### config.mk
export PLATFORM = sky130hd
export DESIGN_NAME = quadrature_counter_with_pwm
export DESIGN_NICKNAME = d
export VERILOG_FILES = /design/src/sv/qcp_pkg.sv /design/src/sv/qcp_in_stage.sv /design/src/sv/qcp_core.sv /design/src/sv/quadrature_counter_with_pwm.sv
export SDC_FILE = /design/constraint.sdc
export NUM_CORES = 1
export LEC_CHECK = 0
export ABC_AREA = 1
export BUFFER_PORTS_ARGS = -buffer_cell sky130_fd_sc_hd__buf_2
export CELL_PAD_IN_SITES_DETAIL_PLACEMENT = 0
export CELL_PAD_IN_SITES_GLOBAL_PLACEMENT = 1
export CORE_ASPECT_RATIO = 0.6
export CORE_MARGIN = 10
export CORE_UTILIZATION = 40
export CTS_CLUSTER_SIZE = 14
export DETAILED_ROUTE_END_ITERATION = 12
export GPL_ROUTABILITY_DRIVEN = 1
export PLACE_DENSITY = 0.77
export SYNTH_ARGS = -nofsm -noshare
export SYNTH_HDL_FRONTEND = slang
export SYNTH_SLANG_ARGS = --single-unit
### constraint.sdc
create_clock -name clock -period 9.2 [get_ports clock]
set_clock_uncertainty 0.2 [all_clocks]
set_input_delay 1.84 -clock clock [delete_from_list [all_inputs] [get_ports clock]]
set_output_delay 1.84 -clock clock [all_outputs]
set_load 0.02 [all_outputs]
### src/sv/qcp_pkg.sv
// shared types and constants for the quadrature counter with pwm
`timescale 1ns / 1ps
`default_nettype none
package qcp_pkg;

   localparam logic [31:0] MAGIC_CLEAR  = 32'd59595959;
   localparam logic [31:0] DUTY_RESET   = 32'd500000;
   localparam logic [31:0] PERIOD_RESET = 32'd1000000;

   localparam logic ACTION_TICK  = 1'b0;
   localparam logic ACTION_WRITE = 1'b1;

   typedef struct packed {
      logic               action;
      logic               pin_a_level;
      logic               pin_b_level;
      logic signed [31:0] write_data;
   } item_type;

endpackage
`default_nettype wire

### src/sv/qcp_in_stage.sv
// input register stage holding one accepted item
`timescale 1ns / 1ps
`default_nettype none
module qcp_in_stage (
   input  wire logic               clock,
   input  wire logic               reset,
   input  wire logic               req_valid,
   output logic                    req_stall,
   input  wire logic               req_action,
   input  wire logic               req_pin_a_level,
   input  wire logic               req_pin_b_level,
   input  wire logic signed [31:0] req_write_data,
   input  wire logic               item_go,
   output logic                    item_valid,
   output qcp_pkg::item_type       item
);

   logic              valid_ff;
   logic              valid_in;
   qcp_pkg::item_type item_ff;
   logic              accept;

   assign req_stall  = valid_ff && !item_go;
   assign accept     = req_valid && !req_stall;
   assign valid_in   = accept || (valid_ff && !item_go);
   assign item_valid = valid_ff;
   assign item       = item_ff;

   always_ff @(posedge clock) begin
      if (reset) begin
         valid_ff <= 1'b0;
      end else begin
         valid_ff <= valid_in;
      end
      if (accept) begin
         item_ff.action      <= req_action;
         item_ff.pin_a_level <= req_pin_a_level;
         item_ff.pin_b_level <= req_pin_b_level;
         item_ff.write_data  <= req_write_data;
      end
   end

endmodule
`default_nettype wire

### src/sv/qcp_core.sv
// encoder and pwm state, per-item update and result register
`timescale 1ns / 1ps
`default_nettype none
module qcp_core (
   input  wire logic               clock,
   input  wire logic               reset,
   input  wire logic               item_valid,
   input  wire qcp_pkg::item_type  item,
   output logic                    item_go,
   input  wire logic [31:0]        period,
   output logic                    rsp_valid,
   input  wire logic               rsp_stall,
   output logic                    rsp_pwm_level,
   output logic signed [31:0]      rsp_position
);

   logic               rsp_valid_ff;
   logic               rsp_valid_in;
   logic               level_ff;
   logic               level_in;
   logic signed [31:0] position_ff;
   logic signed [31:0] position_in;
   logic signed [31:0] duty_ff;
   logic signed [31:0] duty_in;
   logic [31:0]        phase_ff;
   logic [31:0]        phase_in;
   logic               last_a_ff;
   logic               last_a_in;
   logic               last_b_ff;
   logic               last_b_in;
   logic [32:0]        phase_next;
   logic signed [31:0] pos_step;

   assign item_go       = item_valid && (!rsp_valid_ff || !rsp_stall);
   assign rsp_valid_in  = item_go || (rsp_valid_ff && rsp_stall);
   assign rsp_valid     = rsp_valid_ff;
   assign rsp_pwm_level = level_ff;
   assign rsp_position  = position_ff;
   assign phase_next    = {1'b0, phase_ff} + 33'd1;

   always_comb begin
      position_in = position_ff;
      duty_in     = duty_ff;
      phase_in    = phase_ff;
      last_a_in   = last_a_ff;
      last_b_in   = last_b_ff;
      pos_step    = '0;
      level_in    = level_ff;
      if (item.action == qcp_pkg::ACTION_TICK) begin
         // a change on both pins nets zero
         if (item.pin_a_level != last_a_ff) begin
            pos_step = (item.pin_a_level == item.pin_b_level) ? -32'sd1 : 32'sd1;
         end
         if (item.pin_b_level != last_b_ff) begin
            pos_step = pos_step +
               ((item.pin_b_level == item.pin_a_level) ? 32'sd1 : -32'sd1);
         end
         position_in = position_ff + pos_step;
         last_a_in   = item.pin_a_level;
         last_b_in   = item.pin_b_level;
         level_in    = !duty_ff[31] && (phase_ff < $unsigned(duty_ff));
         // zero period behaves like a period of one
         if (phase_next >= {1'b0, period}) begin
            phase_in = '0;
         end else begin
            phase_in = phase_next[31:0];
         end
      end else begin
         if ($unsigned(item.write_data) == qcp_pkg::MAGIC_CLEAR) begin
            position_in = '0;
         end else begin
            duty_in = item.write_data;
         end
         level_in = !duty_in[31] && (phase_ff < $unsigned(duty_in));
      end
   end

   always_ff @(posedge clock) begin
      if (reset) begin
         rsp_valid_ff <= 1'b0;
         position_ff  <= '0;
         duty_ff      <= $signed(qcp_pkg::DUTY_RESET);
         phase_ff     <= '0;
         last_a_ff    <= 1'b0;
         last_b_ff    <= 1'b0;
      end else begin
         rsp_valid_ff <= rsp_valid_in;
         if (item_go) begin
            position_ff <= position_in;
            duty_ff     <= duty_in;
            phase_ff    <= phase_in;
            last_a_ff   <= last_a_in;
            last_b_ff   <= last_b_in;
         end
      end
      if (item_go) begin
         level_ff <= level_in;
      end
   end

endmodule
`default_nettype wire

### src/sv/quadrature_counter_with_pwm.sv
// top level: quadrature position counter with pwm output
// results pass the input register, then the result register; rsp_stall can hold them
// throughput: one item per cycle while rsp_stall is low; the update is combinational
// req_stall rises only when the result register is full and held by rsp_stall
// reset (synchronous, active high): position 0, duty 500000, phase 0, pins 0,
// period 1000000, both stages empty
`timescale 1ns / 1ps
`default_nettype none
module quadrature_counter_with_pwm (
   input  wire logic               clock,
   input  wire logic               reset,
   input  wire logic               req_valid,
   output logic                    req_stall,
   input  wire logic               req_action,
   input  wire logic               req_pin_a_level,
   input  wire logic               req_pin_b_level,
   input  wire logic signed [31:0] req_write_data,
   output logic                    rsp_valid,
   input  wire logic               rsp_stall,
   output logic                    rsp_pwm_level,
   output logic signed [31:0]      rsp_position,
   input  wire logic               csr_valid,
   output logic                    csr_ready,
   input  wire logic [31:0]        csr_pwm_period_ticks
);

   logic              item_valid;
   logic              item_go;
   qcp_pkg::item_type item;
   logic [31:0]       period_ff;

   assign csr_ready = 1'b1;

   always_ff @(posedge clock) begin
      if (reset) begin
         period_ff <= qcp_pkg::PERIOD_RESET;
      end else if (csr_valid && csr_ready) begin
         period_ff <= csr_pwm_period_ticks;
      end
   end

   qcp_in_stage u_in_stage (
      .clock           (clock),
      .reset           (reset),
      .req_valid       (req_valid),
      .req_stall       (req_stall),
      .req_action      (req_action),
      .req_pin_a_level (req_pin_a_level),
      .req_pin_b_level (req_pin_b_level),
      .req_write_data  (req_write_data),
      .item_go         (item_go),
      .item_valid      (item_valid),
      .item            (item)
   );

   qcp_core u_core (
      .clock         (clock),
      .reset         (reset),
      .item_valid    (item_valid),
      .item          (item),
      .item_go       (item_go),
      .period        (period_ff),
      .rsp_valid     (rsp_valid),
      .rsp_stall     (rsp_stall),
      .rsp_pwm_level (rsp_pwm_level),
      .rsp_position  (rsp_position)
   );

endmodule
`default_nettype wire
==> results.yml <==
run_status:
  status: "complete, no violations"
cells_and_area:
  mostFrequentLayoutCell: "nand2_1"
  syn_to_final_growth_pct: 12.8
  fin_area_um2: 12800
  finish.utilization: 0.462
  antenna_cells: 0
  nNetsFinal: 1881
  layout_common_cells: "266 x nand2_1, 253 x inv_1, 242 x a21oi_1"
  fin_cells: 2062
  drive_gt1_frac: 0.103
  fillCellCount: 2845
  regArea_um2: 3720
  multi_input_area_um2: 6430
die:
  core_um2: 27800
  pin_count: 108
  die_h_um: 151
  die_x_um: 238
  die_area_um2: 35800
  row_count: 47
  start_util: 0.409
critical_path:
  endpoint_kind: "flip-flop"
  arrival_ns: 4.50
  worstReg2RegStart: "u_core.phase_ff[1]"
  setup.worst_path.end: "u_core.phase_ff[4]"
  crit_path_start: "u_core.phase_ff[1]"
  worstSetupPathType: "flip-flop to flip-flop"
  start_kind: "flip-flop"
  worstReg2RegEnd: "u_core.phase_ff[4]"
  cp.required_ns: 9.29
  cp_max_fo: 32
  reg2reg_slack_ns: 4.79
  reg2reg_depth: 19
global_routing:
  track_usage: 0.195
  grt_pass1_vias: 9632
  grt_pass1_wl_um: 54900
  grt_overflow: 0
  antenna_found_initial: 0
  grt_max_degree: 83
detailed_routing:
  vias_per_cell: 5.16
  routedWlPerCell_um: 17.0
  totalWireLength_um: 35000
  postRouteAntennaNets: 0
  drc: 0
  drt_iter0_drc: 936
  drt-pass1-iter-count: 5
  vias: 10600
logic_synthesis:
  syn_inst: 1599
  async_flop_share: 0
  yosys_register_bits: 168
  synth_area_um2: 11400
  ys_seq_area_frac: 0.328
  synth_nets: 1798
  synth_flop_cell: "dfxtp_1"
  synth_cell_types: 45
  synth.avg_cell_area_um2: 7.10
  synth_edf_count: 36
  yosysWarnings: 0
timing:
  period_share: 0.480
  grt_setup_unrepaired: "false"
  maxSlewViolCount: 0
  tns_ns: 0
  setup_violations: 0
  fmax_mhz: 227
  max_slew_margin: 0.266
  whs_ns: 0.265
  tightest_slew_ns: 1.10
  period_minus_slack_ns: 4.41
  hold_viol: 0
clock_network:
  root_buffer: "clkbuf_16"
  h-tree-depth: 4
  cts_buffer_depth: 2
  tritoncts: "done"
  cts_sinks: 168
  post_cts_buffers: 0
  cts_hold_buf: 0
  clkSlewWorstSetupHoldPaths_ns: 0.07
  worstSkewPairLatency_ns: 0.45
  postCtsResizedCells: 0
  cts_buffers: 17
placed_design:
  hpwlAfterDp_um: 26400
  dpl.cell_count: 2030
  gp_congestion: 0.964
  place_area_um2: 12200
  portBuffers: 106
job:
  maxCapViolCount: 0
power_and_ir_drop:
  p_leak_nw: 6.09
  powerDensity_nw_per_um2: 143
  peakVddDrop_mv: 0.102
hold_path:
  min_path_type: "flip-flop to flip-flop"
==> through the flow <==
| step | setup slack, ns | power [W] |
|---|---|---|
| detailed placement | 4.58 | 0.00105 |
| global placement | 4.62 | 0.00105 |
| floorplan | 4.92 | 0.000976 |
| finish | 4.79 | 0.00184 |
| CTS | 4.84 | 0.00185 |
| global route | 4.55 | 0.00193 |
==> registers in the layout, summed over array words and instances (netlist names), 32 cells and up <==
signal	count
u_core.duty_ff	32
u_core.phase_ff	32
u_in_stage.item	35
period_ff	32
u_core.rsp_position	32
==> worst max-delay path, stage by stage, from the launching register on <==
cell and delay (ns):
dfxtp_1 0.49, ha_1 0.24, nand2_1 0.08, inv_1 0.12, nand3_1 0.09, nor2_1 0.18, nand2_1 0.13, nor2_2 0.28
nand3_1 0.24, xor2_1 0.23, inv_1 0.06, ha_1 0.28, nand2_1 0.05, inv_1 0.06, nand3_1 0.09, nor4_1 0.70
nand3_1 0.16, buf_4 0.31, nand4_1 0.16, a21oi_1 0.07
==> cell type report <==
type,instances,area share
Clock inverter,13,0.0158
Sequential cell,168,0.291
Clock buffer,19,0.0338
Tap cell,367,0.0358
Timing Repair Buffer,115,0.0469
Multi-Input combinational cell,1124,0.502
Inverter,256,0.0750
==> synth_stat cells (5+ instances only) <==
cell type / count / area, um^2
nand2_1: 266 / 998
inv_1: 254 / 953
a21oi_1: 242 / 1210
dfxtp_1: 132 / 2640
nor2_1: 132 / 495
o21ai_0: 130 / 651
ha_1: 126 / 1580
nand3_1: 56 / 280
nand4_1: 53 / 332
edfxtp_1: 36 / 1080
clkbuf_1: 32 / 120
xor2_1: 22 / 193
nor3_1: 19 / 95.1
or2_2: 12 / 75.1
buf_2: 9 / 45.0
buf_1: 6 / 22.5
nor4_1: 6 / 37.5
xnor2_1: 6 / 52.6
o211ai_1: 5 / 37.5
==> where the power goes <==
part           total, W  internal (W)  switching, W  leakage [nW]
logic          0.000235     0.0000786      0.000157          4.36
registers      0.000803      0.000786     0.0000164          1.43
clock network  0.000798      0.000480      0.000318         0.307
total           0.00184       0.00135      0.000491          6.09
==> cell families after synthesis <==
family	after synthesis	share of synthesized area
simple gates	559	0.215
buf+inv	307	0.106
other cells	1	0.000330
xor+xnor	28	0.0216
compound gates	409	0.189
flops	168	0.328
fa+ha+maj	127	0.141
==> worst min path at each step <==
stage                             from                 end  slack, ns  cells past startpoint
global route             period_ff[10]       period_ff[10]       0.29                      2
global placement    u_core.duty_ff[16]  u_core.duty_ff[16]       0.25                      2
finish                   period_ff[20]       period_ff[20]       0.26                      2
floorplan                period_ff[31]       period_ff[31]       0.24                      2
CTS                       period_ff[2]        period_ff[2]       0.27                      2
detailed placement        period_ff[2]        period_ff[2]       0.26                      2
==> layer usage <==
metal,part of all wire,global-route usage
met1,0.55,0.310
met2,0.37,0.248
met3,0.073,0.0498
met4,0.0068,0.0364
met5,0,0
Note: power is estimated with default switching activity, not from simulation.
